==> config.mk <==
export PLATFORM = sky130hd
export DESIGN_NAME = manchester_frame_receiver
export DESIGN_NICKNAME = d
export VERILOG_FILES = /design/src/hw/rtl/mfr_pkg.sv /design/src/hw/rtl/manchester_frame_receiver.sv /design/src/hw/rtl/mfr_core.sv /design/src/hw/rtl/mfr_out_fifo.sv
export VERILOG_INCLUDE_DIRS = /design/src /design/src/hw/rtl
export SDC_FILE = /design/constraint.sdc
export NUM_CORES = 1
export LEC_CHECK = 0
export ABC_AREA = 1
export BUFFER_PORTS_ARGS = -buffer_cell sky130_fd_sc_hd__buf_2
export CAP_MARGIN = 15
export CORE_AREA = 3 3 177 179
export DETAILED_ROUTE_END_ITERATION = 12
export DIE_AREA = 0 0 180 182
export HOLD_SLACK_MARGIN = 0.1
export PLACE_DENSITY = 0.64
export SYNTH_ARGS = -nofsm -noshare
export SYNTH_HDL_FRONTEND = slang
export SYNTH_SLANG_ARGS = --single-unit
==> constraint.sdc <==
create_clock -name clk -period 4.89 [get_ports clk]
set_input_delay 0.978 -clock clk [delete_from_list [all_inputs] [get_ports clk]]
set_output_delay 0.978 -clock clk [all_outputs]
set_load 0.02 [all_outputs]
==> src/hw/rtl/manchester_frame_receiver_assert.svh <==
// Assertion macros for the Manchester frame receiver.
// Used by the top level; expects signals clk and rst_n in scope.
`ifndef MANCHESTER_FRAME_RECEIVER_ASSERT_SVH
`define MANCHESTER_FRAME_RECEIVER_ASSERT_SVH

// Checked only while reset is released.
`define MFR_ASSERT_RST(label, prop, msg) \
  label: assert property (@(posedge clk) disable iff (!rst_n) prop) else $error(msg);

// Checked on every clock edge, reset included.
`define MFR_ASSERT_ALWAYS(label, prop, msg) \
  label: assert property (@(posedge clk) prop) else $error(msg);

`endif

==> src/hw/rtl/mfr_pkg.sv <==
// Shared types, constants and helper functions of the Manchester frame receiver.
// No dependencies; used by every module of the block.
package mfr_pkg;

  localparam int MAX_FRAME_BYTES_DEF = 256;
  localparam int PREAMBLE_BYTES_DEF  = 4;
  localparam int OFIFO_DEPTH         = 4;

  localparam logic [7:0] PREAMBLE_RST  = 8'h00;
  localparam logic [7:0] IEEE_TYPE_RST = 8'h00;
  localparam logic [7:0] DFU_TYPE_RST  = 8'h01;
  localparam logic       DFU_EN_RST    = 1'b0;

  typedef enum logic [2:0] {
    ST_OK        = 3'd0,
    ST_ODD       = 3'd1,
    ST_PREAMBLE  = 3'd2,
    ST_SHORT     = 3'd3,
    ST_CRC       = 3'd4,
    ST_UNROUTED  = 3'd5,
    ST_TOO_LONG  = 3'd6
  } status_t;

  typedef enum logic [1:0] {
    CFG_PREAMBLE  = 2'd0,
    CFG_IEEE_TYPE = 2'd1,
    CFG_DFU_TYPE  = 2'd2,
    CFG_DFU_EN    = 2'd3
  } cfg_idx_t;

  typedef enum logic {
    KIND_DATA   = 1'b0,
    KIND_STATUS = 1'b1
  } kind_t;

  typedef struct packed {
    logic [7:0] line_byte;
    logic       frame_end;
  } in_t;

  typedef struct packed {
    logic       item_kind;
    logic [7:0] data_byte;
    logic [2:0] frame_status;
    logic [7:0] frame_type;
    logic       route_dfu;
    logic [8:0] payload_len;
    logic       manchester_error;
    logic       last;
  } out_t;

  typedef struct packed {
    logic [7:0] preamble_value;
    logic [7:0] ieee_frame_type;
    logic [7:0] dfu_frame_type;
    logic       dfu_enable;
  } cfg_t;

  // Results produced by one processed word: count, then up to two entries.
  typedef struct packed {
    logic [1:0] n;
    out_t       first;
    out_t       second;
  } push_t;

  // A line byte is valid when every bit pair is 01 or 10.
  function automatic logic nib_valid(input logic [7:0] b);
    return (b[7] ^ b[6]) & (b[5] ^ b[4]) & (b[3] ^ b[2]) & (b[1] ^ b[0]);
  endfunction

  // The second bit of each pair carries the data bit, MSB pair first.
  function automatic logic [3:0] nib_value(input logic [7:0] b);
    return {b[6], b[4], b[2], b[0]};
  endfunction

  // One byte of reflected CRC16-CCITT (polynomial 0x8408), LSB first.
  function automatic logic [15:0] crc_byte(input logic [15:0] crc, input logic [7:0] d);
    logic [7:0]  e;
    logic [7:0]  f;
    logic [15:0] f16;
    e   = crc[7:0] ^ d;
    f   = e ^ (e << 4);
    f16 = {8'h00, f};
    return {8'h00, crc[15:8]} ^ (f16 << 8) ^ (f16 << 3) ^ (f16 >> 4);
  endfunction

endpackage

==> src/hw/rtl/manchester_frame_receiver.sv <==
// Manchester frame receiver: one line byte per word in, decoded bytes and
// one end-of-frame status out. An accepted word waits in the input register
// and its results in the result queue. Throughput is one line byte per cycle
// while the queue has room for two results; a byte that yields a data byte
// and a status takes two words of the single-result output port behind a
// four-entry result queue. Reset (rst_n, synchronous) clears frame state and queue and loads defaults.
module manchester_frame_receiver #(
  parameter int MAX_FRAME_BYTES = mfr_pkg::MAX_FRAME_BYTES_DEF,
  parameter int PREAMBLE_BYTES  = mfr_pkg::PREAMBLE_BYTES_DEF
) (
  input  logic          clk,
  input  logic          rst_n,
  input  logic          in_valid,
  output logic          in_ready,
  input  mfr_pkg::in_t  in_data,
  output logic          out_valid,
  input  logic          out_ready,
  output mfr_pkg::out_t out_data,
  input  logic          cfg_we,
  input  logic [1:0]    cfg_index,
  input  logic [7:0]    cfg_wdata
);

`include "manchester_frame_receiver_assert.svh"

  mfr_pkg::cfg_t  cfg_r;
  mfr_pkg::push_t push;
  logic           space2;

  always_ff @(posedge clk) begin
    if (!rst_n) begin
      cfg_r.preamble_value  <= mfr_pkg::PREAMBLE_RST;
      cfg_r.ieee_frame_type <= mfr_pkg::IEEE_TYPE_RST;
      cfg_r.dfu_frame_type  <= mfr_pkg::DFU_TYPE_RST;
      cfg_r.dfu_enable      <= mfr_pkg::DFU_EN_RST;
    end else if (cfg_we) begin
      unique case (mfr_pkg::cfg_idx_t'(cfg_index))
        mfr_pkg::CFG_PREAMBLE:  cfg_r.preamble_value  <= cfg_wdata;
        mfr_pkg::CFG_IEEE_TYPE: cfg_r.ieee_frame_type <= cfg_wdata;
        mfr_pkg::CFG_DFU_TYPE:  cfg_r.dfu_frame_type  <= cfg_wdata;
        mfr_pkg::CFG_DFU_EN:    cfg_r.dfu_enable      <= cfg_wdata[0];
        default: ;
      endcase
    end
  end

  mfr_core #(
    .MAX_FRAME_BYTES (MAX_FRAME_BYTES),
    .PREAMBLE_BYTES  (PREAMBLE_BYTES)
  ) u_core (
    .clk      (clk),
    .rst_n    (rst_n),
    .in_valid (in_valid),
    .in_ready (in_ready),
    .in_data  (in_data),
    .cfg      (cfg_r),
    .space2   (space2),
    .push     (push)
  );

  mfr_out_fifo u_out_fifo (
    .clk       (clk),
    .rst_n     (rst_n),
    .push      (push),
    .space2    (space2),
    .out_valid (out_valid),
    .out_ready (out_ready),
    .out_data  (out_data)
  );

  // The queue must come out of reset empty.
  `MFR_ASSERT_ALWAYS(a_reset_empty, !rst_n |=> !out_valid, "result valid after reset")
  `MFR_ASSERT_RST(a_kind_last, out_valid |-> (out_data.item_kind == out_data.last), "last mismatch")
  `MFR_ASSERT_RST(a_dfu_ok, (out_valid && out_data.route_dfu) |-> (out_data.frame_status == mfr_pkg::ST_OK), "dfu route on failed frame")
  `MFR_ASSERT_RST(a_data_clean, (out_valid && !out_data.item_kind) |-> (out_data.payload_len == 9'd0 && out_data.manchester_error == 1'b0), "status fields on data word")

endmodule

==> src/hw/rtl/mfr_core.sv <==
// Input register, frame state and per-word decode, CRC and status logic.
// Depends on mfr_pkg.
module mfr_core #(
  parameter int MAX_FRAME_BYTES = mfr_pkg::MAX_FRAME_BYTES_DEF,
  parameter int PREAMBLE_BYTES  = mfr_pkg::PREAMBLE_BYTES_DEF
) (
  input  logic           clk,
  input  logic           rst_n,
  input  logic           in_valid,
  output logic           in_ready,
  input  mfr_pkg::in_t   in_data,
  input  mfr_pkg::cfg_t  cfg,
  input  logic           space2,
  output mfr_pkg::push_t push
);

  localparam int RAW_CAP = PREAMBLE_BYTES + 2 * MAX_FRAME_BYTES + 2;
  localparam int RCW     = $clog2(RAW_CAP + 2);
  localparam int DCW     = $clog2(MAX_FRAME_BYTES + 1);
  localparam int LEN_CAP = (MAX_FRAME_BYTES < 511) ? MAX_FRAME_BYTES : 511;
  localparam logic PRE_ODD = 1'(PREAMBLE_BYTES % 2);

  logic          stage_vld_r;
  mfr_pkg::in_t  stage_r;
  logic          proc;

  logic [RCW-1:0] raw_r, raw_upd, raw_nxt;
  logic           pbad_r, pbad_upd, pbad_nxt;
  logic [3:0]     lown_r, lown_upd, lown_nxt;
  logic [DCW-1:0] dc_r, dc_upd, dc_nxt;
  logic [7:0]     hold0_r, hold0_upd, hold0_nxt;
  logic [7:0]     hold1_r, hold1_upd, hold1_nxt;
  logic [15:0]    crc_r, crc_upd, crc_nxt;
  logic [7:0]     type_r, type_upd, type_nxt;
  logic           cerr_r, cerr_upd, cerr_nxt;
  logic           ovf_r, ovf_upd, ovf_nxt;

  logic           data_emit;
  logic [7:0]     b;
  logic           endf;
  logic           bvalid;
  logic [3:0]     bnib;
  logic [DCW-1:0] len_full;
  logic [8:0]     len9;
  mfr_pkg::status_t st;
  logic           dfu;
  mfr_pkg::out_t  data_res;
  mfr_pkg::out_t  stat_res;

  assign proc     = stage_vld_r && space2;
  assign in_ready = !stage_vld_r || proc;

  always_ff @(posedge clk) begin
    if (!rst_n) begin
      stage_vld_r <= 1'b0;
    end else if (in_valid && in_ready) begin
      stage_vld_r <= 1'b1;
    end else if (proc) begin
      stage_vld_r <= 1'b0;
    end
  end

  always_ff @(posedge clk) begin
    if (in_valid && in_ready) begin
      stage_r <= in_data;
    end
  end

  assign b      = stage_r.line_byte;
  assign endf   = stage_r.frame_end;
  assign bvalid = mfr_pkg::nib_valid(b);
  assign bnib   = bvalid ? mfr_pkg::nib_value(b) : 4'h0;

  // Frame state update for the word in the input register.
  always_comb begin
    raw_upd   = raw_r;
    pbad_upd  = pbad_r;
    lown_upd  = lown_r;
    dc_upd    = dc_r;
    hold0_upd = hold0_r;
    hold1_upd = hold1_r;
    crc_upd   = crc_r;
    type_upd  = type_r;
    cerr_upd  = cerr_r;
    ovf_upd   = ovf_r;
    data_emit = 1'b0;

    if (raw_r < RCW'(PREAMBLE_BYTES)) begin
      if (b != cfg.preamble_value) begin
        pbad_upd = 1'b1;
      end
    end else if (!ovf_r && raw_r < RCW'(RAW_CAP)) begin
      if ((raw_r[0] ^ PRE_ODD) == 1'b0) begin
        lown_upd = bnib;
        if (!bvalid) begin
          cerr_upd = 1'b1;
        end
      end else if (dc_r >= DCW'(MAX_FRAME_BYTES)) begin
        ovf_upd = 1'b1;
      end else begin
        if (!bvalid) begin
          cerr_upd = 1'b1;
        end
        if (dc_r >= DCW'(2)) begin
          data_emit = 1'b1;
          crc_upd   = mfr_pkg::crc_byte(crc_r, hold0_r);
        end
        if (dc_r == DCW'(1)) begin
          type_upd = {bnib, lown_r};
        end
        hold0_upd = hold1_r;
        hold1_upd = {bnib, lown_r};
        dc_upd    = dc_r + DCW'(1);
      end
    end

    // Past the cap only the parity of the length is kept.
    if (raw_r >= RCW'(RAW_CAP)) begin
      raw_upd = raw_r ^ RCW'(1);
    end else begin
      raw_upd = raw_r + RCW'(1);
    end
  end

  // End-of-frame status from the updated state.
  always_comb begin
    len_full = (dc_upd >= DCW'(2)) ? (dc_upd - DCW'(2)) : '0;
    if (ovf_upd || len_full > DCW'(LEN_CAP)) begin
      len9 = 9'(LEN_CAP);
    end else begin
      len9 = 9'(len_full);
    end

    dfu = 1'b0;
    if (raw_upd[0]) begin
      st = mfr_pkg::ST_ODD;
    end else if (pbad_upd || raw_upd < RCW'(PREAMBLE_BYTES)) begin
      st = mfr_pkg::ST_PREAMBLE;
    end else if (ovf_upd) begin
      st = mfr_pkg::ST_TOO_LONG;
    end else if (dc_upd < DCW'(2)) begin
      st = mfr_pkg::ST_SHORT;
    end else if (crc_upd != {hold1_upd, hold0_upd}) begin
      st = mfr_pkg::ST_CRC;
    end else if (type_upd == cfg.ieee_frame_type) begin
      st = mfr_pkg::ST_OK;
    end else if (cfg.dfu_enable && type_upd == cfg.dfu_frame_type) begin
      st  = mfr_pkg::ST_OK;
      dfu = 1'b1;
    end else begin
      st = mfr_pkg::ST_UNROUTED;
    end
  end

  always_comb begin
    data_res                  = '0;
    data_res.item_kind        = mfr_pkg::KIND_DATA;
    data_res.data_byte        = hold0_r;

    stat_res                  = '0;
    stat_res.item_kind        = mfr_pkg::KIND_STATUS;
    stat_res.frame_status     = st;
    stat_res.frame_type       = type_upd;
    stat_res.route_dfu        = dfu;
    stat_res.payload_len      = len9;
    stat_res.manchester_error = cerr_upd;
    stat_res.last             = 1'b1;

    push.n      = proc ? (2'(data_emit) + 2'(endf)) : 2'd0;
    push.first  = data_emit ? data_res : stat_res;
    push.second = stat_res;
  end

  // A frame end returns the frame state to its reset value.
  always_comb begin
    if (endf) begin
      raw_nxt   = '0;
      pbad_nxt  = 1'b0;
      lown_nxt  = '0;
      dc_nxt    = '0;
      hold0_nxt = '0;
      hold1_nxt = '0;
      crc_nxt   = '0;
      type_nxt  = '0;
      cerr_nxt  = 1'b0;
      ovf_nxt   = 1'b0;
    end else begin
      raw_nxt   = raw_upd;
      pbad_nxt  = pbad_upd;
      lown_nxt  = lown_upd;
      dc_nxt    = dc_upd;
      hold0_nxt = hold0_upd;
      hold1_nxt = hold1_upd;
      crc_nxt   = crc_upd;
      type_nxt  = type_upd;
      cerr_nxt  = cerr_upd;
      ovf_nxt   = ovf_upd;
    end
  end

  always_ff @(posedge clk) begin
    if (!rst_n) begin
      raw_r   <= '0;
      pbad_r  <= 1'b0;
      lown_r  <= '0;
      dc_r    <= '0;
      hold0_r <= '0;
      hold1_r <= '0;
      crc_r   <= '0;
      type_r  <= '0;
      cerr_r  <= 1'b0;
      ovf_r   <= 1'b0;
    end else if (proc) begin
      raw_r   <= raw_nxt;
      pbad_r  <= pbad_nxt;
      lown_r  <= lown_nxt;
      dc_r    <= dc_nxt;
      hold0_r <= hold0_nxt;
      hold1_r <= hold1_nxt;
      crc_r   <= crc_nxt;
      type_r  <= type_nxt;
      cerr_r  <= cerr_nxt;
      ovf_r   <= ovf_nxt;
    end
  end

endmodule

==> src/hw/rtl/mfr_out_fifo.sv <==
// Result queue: takes up to two results per cycle, delivers one per word.
// Depends on mfr_pkg.
module mfr_out_fifo (
  input  logic           clk,
  input  logic           rst_n,
  input  mfr_pkg::push_t push,
  output logic           space2,
  output logic           out_valid,
  input  logic           out_ready,
  output mfr_pkg::out_t  out_data
);

  localparam int DEPTH = mfr_pkg::OFIFO_DEPTH;
  localparam int PW    = $clog2(DEPTH);
  localparam int CW    = $clog2(DEPTH + 1);

  mfr_pkg::out_t  mem [DEPTH];
  logic [PW-1:0]  wp_r, wp_nxt;
  logic [PW-1:0]  rp_r, rp_nxt;
  logic [CW-1:0]  cnt_r, cnt_nxt;
  logic           pop;

  assign out_valid = (cnt_r != '0);
  assign out_data  = mem[rp_r];
  assign pop       = out_valid && out_ready;
  assign space2    = (cnt_r <= CW'(DEPTH - 2));

  always_comb begin
    wp_nxt  = wp_r + PW'(push.n);
    rp_nxt  = rp_r + PW'(pop);
    cnt_nxt = cnt_r + CW'(push.n) - CW'(pop);
  end

  always_ff @(posedge clk) begin
    if (!rst_n) begin
      wp_r  <= '0;
      rp_r  <= '0;
      cnt_r <= '0;
    end else begin
      wp_r  <= wp_nxt;
      rp_r  <= rp_nxt;
      cnt_r <= cnt_nxt;
    end
  end

  always_ff @(posedge clk) begin
    if (push.n != 2'd0) begin
      mem[wp_r] <= push.first;
    end
    if (push.n == 2'd2) begin
      mem[wp_r + PW'(1)] <= push.second;
    end
  end

endmodule
==> results of run 1 <==
flip-flops by register name, indices dropped and copies added (netlist names), 2 cells and up:
register	count
u_out_fifo.cnt_r	3
u_core.crc_r	16
u_core.hold1_r	8
u_core.hold0_r	8
cfg_r	25
u_core.dc_r	9
u_core.b	8
u_core.lown_r	4
u_out_fifo.rp_r	2
u_core.raw_r	10
u_out_fifo.mem	124
u_out_fifo.wp_r	2
u_core.type_r	8
area by class of cell:
cell class / count / share of cell area
inverters: 185 / 0.0516
clock inverters: 14 / 0.0105
flip-flops and latches: 232 / 0.417
well taps: 390 / 0.0363
repair buffers: 70 / 0.0285
clock buffers: 34 / 0.0562
multi-input cells: 1117 / 0.400
critical path, stage by stage (launching register included):
cell and delay (ns):
dfxtp_1 0.64, inv_2 0.16, nor2_2 0.45, nand3_4 0.42, nor2_1 0.71, nand2_1 0.20, nand3_1 0.12, nand2_1 0.05
nor2_1 0.09, nand2_1 0.05, nor2_1 0.21, inv_1 0.06, nand2_1 0.07, nand2_1 0.04, nand2_1 0.06, nand2_1 0.04
nand2_1 0.13, nor2_1 0.07
kinds of logic after synthesis:
| group | share of synthesized area |
|---|---|
| and+or+nand+nor | 0.276 |
| AOI/OAI and AO/OA | 0.124 |
| buffers and inverters | 0.0829 |
| DFF | 0.470 |
| xor gates and xnor gates | 0.0344 |
| adders and majority gates | 0.0132 |
synthesized netlist by cell type (11+ instances only):
master and number:
xor2_1 22, clkbuf_1 50, o21ai_0 95, dfxtp_1 135
edfxtp_1 97, nand3_1 71, inv_1 172, nand4_1 17
buf_2 12, nand2_1 418, ha_1 11, nor3_1 17
o22ai_1 56, a21oi_1 115, xnor2_1 25, nor2_1 213
layer usage:
| layer | part of all wire | track usage | up-vias |
|---|---|---|---|
| met1 | 0.46 | 0.248 | 4820 |
| met2 | 0.46 | 0.311 | 284 |
| li1 | - | - | 5252 |
| met3 | 0.057 | 0.0236 | 40 |
| met4 | 0.026 | 0.0492 | 0 |
| met5 | 0 | 0 | - |
worst paths after layout:
check                          endpoint  slack (ns)  depth (start not counted)
setup / recovery  u_out_fifo.mem[0][22]        1.02                         17
hold / removal     u_out_fifo.mem[1][0]        0.45                          2
hold reg to reg    u_out_fifo.mem[1][0]        0.45                          2
setup reg to reg  u_out_fifo.mem[0][22]        1.02                         17
report_power, final:
part | leakage [nW] | internal [mW] | switching (mW)
registers | 2.01 | 2.12 | 0.0542
clock network | 0.434 | 1.20 | 0.806
logic | 3.26 | 0.313 | 0.760
per-stage QoR:
| step | cells | total power [mW] |
|---|---|---|
| after global placement | 1994 | 3.29 |
| after detailed placement | 1994 | 3.30 |
| after CTS | 2042 | 5.31 |
| final | 2042 | 5.25 |
| after global routing | 2042 | 5.49 |
| after floorplan | 1602 | 2.94 |
==> metrics.md, run 1 <==
| Metric | Value |
|---|---|
| # setup viols final | `0` |
| Post-synth EDFFs | `97` |
| Worst slack at placement | `1.09 ns` |
| Worst-Skew Late Latency | `0.54 ns` |
| Ports | `58` |
| Top cell type by total area after synthesis | `edfxtp_1` |
| Number of global-route vias before repair | `9805` |
| Reg area | `5620 um2` |
| Share of cells above drive strength 1 | `0.102` |
| Post-synth cell types | `40` |
| Nets | `1668` |
| Critical path capture point type | `register` |
| Critical path peak fanout | `34` |
| Hold_buf cts | `0` |
| Worst Hold Launch | `u_out_fifo.mem[1][0]` |
| Clock slew at reported path FFs | `0.06 ns` |
| CTS sink cnt | `232` |
| Postcts setup bufs | `0` |
| GRT Residual Overflow | `0` |
| Total GRT Usage | `0.183` |
| First-pass GRT wire length | `49.9 mm` |
| Crit path from | `u_core.raw_r[0]` |
| Slew HR | `0.357` |
| Critical Path Start Type | `register` |
| DR vias/cell | `5.09` |
| Critical path data arrival time | `4.14 ns` |
| Asr flop ratio synth | `0` |
| Pwr Density | `390 nW/um2` |
| Count of warnings emitted by yosys | `0` |
| Total core area | `29700 um2` |
| P_leak | `5.70 nW` |
| CTS max path bufs | `3` |
| Most frequent cells in the layout | `nand2_1 (417), nor2_1 (212), inv_1 (172)` |
| Port bufs | `57` |
| CTS root buffer | `clkbuf_16` |
| Syn Nets | `1638` |
| Peak supply drop | `209 uV` |
| WL/cell | `15.2 um` |
| Final hold violations | `0` |
| Fill count | `2974` |
| Fin Setup TNS | `0 ns` |
| Die span in x | `180 um` |
| RSZ-0062 raised after global routing | `no` |
| Least-Margin Pin Slew | `0.959 ns` |
| Final hold slack | `0.453 ns` |
| Fin. max-slew vios | `0` |
| Gp weighted congestion | `0.897` |
| Initial antenna violation count | `0` |
| Worst path required time | `5.16 ns` |
| Period utilization | `0.792` |
| DRC viols | `0` |
| Worst-case clock skew | `0.0160 ns` |
| Hold Crit Class | `register to register` |
| # diodes | `0` |
| DIE HEIGHT | `182 um` |
| Setup CP Type | `register to register` |
| Die ar. | `32800 um2` |
| Initial core utilization | `0.402` |
| Syn Inst Count | `1602` |
| Core Util, Final | `0.453` |
| First-pass DRT Iterations | `5` |
| DP HPWL | `20.9 mm` |
| Drt first-iter violations | `788` |
| Cell area after synthesis | `12000 um2` |
| FF-to-FF Start | `u_core.raw_r[0]` |
| Status | `complete, no violations` |
| Share of the synthesized area in the top cell type | `0.244` |
| # H-tree levels | `1` |
| Placed cell area | `12600 um2` |
| Main synth FF type | `dfxtp_1` |
| Area Overhead vs Synth | `12.5%` |
| Routed Antenna Nets | `0` |
| Crit path time final | `3.87 ns` |
| CTS Buf Count | `26` |
| Resize count post-CTS | `0` |
| Total number of vias | `10400` |
| Final Instance Area | `13500 um2` |
| Synth Area per Inst | `7.47 um2` |
| Register area share after synthesis | `0.470` |
| Register bit total from synthesis | `232` |
| Largest net degree at the start of global routing | `56` |
| Rows | `63` |
| CTS tree | `yes` |
| Fmax | `0.258 GHz` |
| Area occupied by multi-input gates | `5380 um2` |
| Max-cap violations | `0` |
| Synth area leaders | `edfxtp_1 (24%), dfxtp_1 (23%), nand2_1 (13%)` |
| Setup ws final | `1.02 ns` |
| Routed wire length | `31.0 mm` |
| Commonest non-fill, non-tap cell in the layout | `nand2_1` |
Note: power is estimated with default switching activity, not from simulation.
==> run 2, diff against run 1 <==
Clock period 4.89 ns to 3.9 ns, I/O delays scaled along.
==> metrics.md, run 2 (synthesis gave the netlist of run 1 again) <==
| Metric | Value |
|---|---|
| Worst Hold Launch | `in_data[6] (was u_out_fifo.mem[1][0])` |
| Critical Path Start Type | `register (unchanged)` |
| Critical path peak fanout | `30 (was 34)` |
| Peak supply drop | `261 uV (was 209 uV)` |
| Total core area | `29700 um2 (unchanged)` |
| Least-Margin Pin Slew | `0.856 ns (was 0.959 ns)` |
| Share of cells above drive strength 1 | `0.103 (was 0.102)` |
| # H-tree levels | `1 (unchanged)` |
| Resize count post-CTS | `0 (unchanged)` |
| Nets | `1679 (was 1668)` |
| Period utilization | `0.897 (was 0.792)` |
| Most frequent cells in the layout | `nand2_1 (417), nor2_1 (212), inv_1 (172) (unchanged)` |
| Fin Setup TNS | `0 ns (unchanged)` |
| DRC viols | `0 (unchanged)` |
| CTS Buf Count | `25 (was 26)` |
| CTS root buffer | `clkbuf_16 (unchanged)` |
| Max-cap violations | `0 (unchanged)` |
| Pwr Density | `479 nW/um2 (was 390 nW/um2)` |
| RSZ-0062 raised after global routing | `no (unchanged)` |
| Rows | `63 (unchanged)` |
| Max FFs per register | `124 (unchanged)` |
| Worst R2R End | `u_out_fifo.mem[0][13] (was u_out_fifo.mem[0][22])` |
| Hold Crit Class | `input port to register (was register to register)` |
| Placed cell area | `12600 um2 (about the same)` |
| Critical path data arrival time | `3.66 ns (was 4.14 ns)` |
| Commonest non-fill, non-tap cell in the layout | `nand2_1 (unchanged)` |
| Biggest regs | `u_out_fifo.mem (124), cfg_r (25), u_core.crc_r (16) (unchanged)` |
| Die ar. | `32800 um2 (unchanged)` |
| Hold Crit Depth | `1 (was 2)` |
| Final Instance Area | `13500 um2 (about the same)` |
| Clock slew at reported path FFs | `0.06 ns (about the same)` |
| Total GRT Usage | `0.189 (was 0.183)` |
| DIE HEIGHT | `182 um (unchanged)` |
| Ports | `58 (unchanged)` |
| Initial core utilization | `0.402 (unchanged)` |
| Setup ws final | `0.403 ns (was 1.02 ns)` |
| Routed Antenna Nets | `0 (unchanged)` |
| Routed wire length | `31.6 mm (was 31.0 mm)` |
| Reg with most FFs | `u_out_fifo.mem (unchanged)` |
| Reg2Reg Setup Slack | `0.40 ns (was 1.02 ns)` |
| Gp weighted congestion | `0.896 (was 0.897)` |
| Postcts setup bufs | `0 (unchanged)` |
| Fin. max-slew vios | `0 (unchanged)` |
| Hold Path Sink | `u_core.b[5] (was u_out_fifo.mem[1][0])` |
| First-pass GRT wire length | `51.2 mm (was 49.9 mm)` |
| Status | `complete, no violations (unchanged)` |
| Tot Pwr | `6.45 mW (was 5.25 mW)` |
| Worst-case clock skew | `0.00977 ns (was 0.0160 ns)` |
| Hold_buf cts | `0 (unchanged)` |
| Worst path required time | `4.06 ns (was 5.16 ns)` |
| CTS tree | `yes (unchanged)` |
| Core Util, Final | `0.453 (about the same)` |
| Slew HR | `0.429 (was 0.357)` |
| WL/cell | `15.4 um (was 15.2 um)` |
| Total number of vias | `10400 (about the same)` |
| Area Overhead vs Synth | `12.5% (about the same)` |
| Final std cells w/o fill | `2052 (was 2042)` |
| DP HPWL | `21.3 mm (was 20.9 mm)` |
| Largest net degree at the start of global routing | `62 (was 56)` |
| Die span in x | `180 um (unchanged)` |
| Critical path capture point type | `register (unchanged)` |
| Crit path time final | `3.50 ns (was 3.87 ns)` |
| Setup CP Type | `register to register (unchanged)` |
| Drt first-iter violations | `784 (was 788)` |
| Placed cell count | `2006 (was 1994)` |
| # setup viols final | `0 (unchanged)` |
| # diodes | `0 (unchanged)` |
| CTS sink cnt | `232 (unchanged)` |
| GRT Residual Overflow | `0 (unchanged)` |
| Final hold violations | `0 (unchanged)` |
| Fmax | `0.286 GHz (was 0.258 GHz)` |
| Worst reg-to-reg path cell count | `12 (was 17)` |
| Number of global-route vias before repair | `9735 (was 9805)` |
| CTS max path bufs | `3 (unchanged)` |
| FF-to-FF Start | `u_core.dc_r[0] (was u_core.raw_r[0])` |
| Port bufs | `57 (unchanged)` |
| DR vias/cell | `5.09 (about the same)` |
| First-pass DRT Iterations | `5 (unchanged)` |
| Final hold slack | `0.416 ns (was 0.453 ns)` |
| Worst slack at placement | `0.424 ns (was 1.09 ns)` |
| P_leak | `5.72 nW (was 5.70 nW)` |
| Worst-Skew Late Latency | `0.54 ns (about the same)` |
| Initial antenna violation count | `0 (unchanged)` |
-- run 2: layer usage --
metal  global-route usage  share of wire  up-vias
met5                    0              0        -
met4               0.0449          0.021        0
met3               0.0236          0.049       43
met2                0.316           0.47      261
met1                0.262           0.46     4857
li1                     -              -     5277
-- run 2: report_power, final --
| part | total (mW) | switching [mW] | internal (mW) |
|---|---|---|---|
| Combinational | 1.37 | 0.961 | 0.410 |
| Sequential | 2.72 | 0.0642 | 2.66 |
| Clock | 2.35 | 0.986 | 1.37 |
| Total | 6.45 | 2.01 | 4.44 |
-- run 2: area by class of cell --
class / instances / area [um2]
sequential: 232 / 5620
fill: 2943 / 16300
multi-input combinational: 1117 / 5380
clock inverter: 14 / 128
inverter: 185 / 694
clock buffer: 32 / 682
tap: 390 / 488
timing repair buffer: 82 / 473
-- run 2: worst max-delay path: stages (launching register included) --
cell and delay, ns:
dfxtp_1 0.45, inv_1 0.11, ha_1 0.20, nand3_1 0.07, nand2_1 0.23, nand4_2 0.21, inv_2 0.05, ha_1 0.29
inv_1 0.04, nor2_1 0.20, nor2_1 0.15, nor3_1 0.33, or2_2 0.76
-- run 2: worst max-delay path by stage --
stage	startpoint	to	slack, ns	cells past startpoint
after floorplan	u_core.dc_r[0]	u_out_fifo.mem[1][10]	0.45	14
after global placement	u_core.dc_r[0]	u_out_fifo.mem[0][16]	0.55	12
after detailed placement	u_core.dc_r[0]	u_out_fifo.mem[3][15]	0.42	12
after CTS	u_core.dc_r[0]	u_out_fifo.mem[3][19]	0.39	12
after global routing	u_core.dc_r[0]	u_out_fifo.mem[0][1]	0.09	12
final	u_core.dc_r[0]	u_out_fifo.mem[0][13]	0.40	12
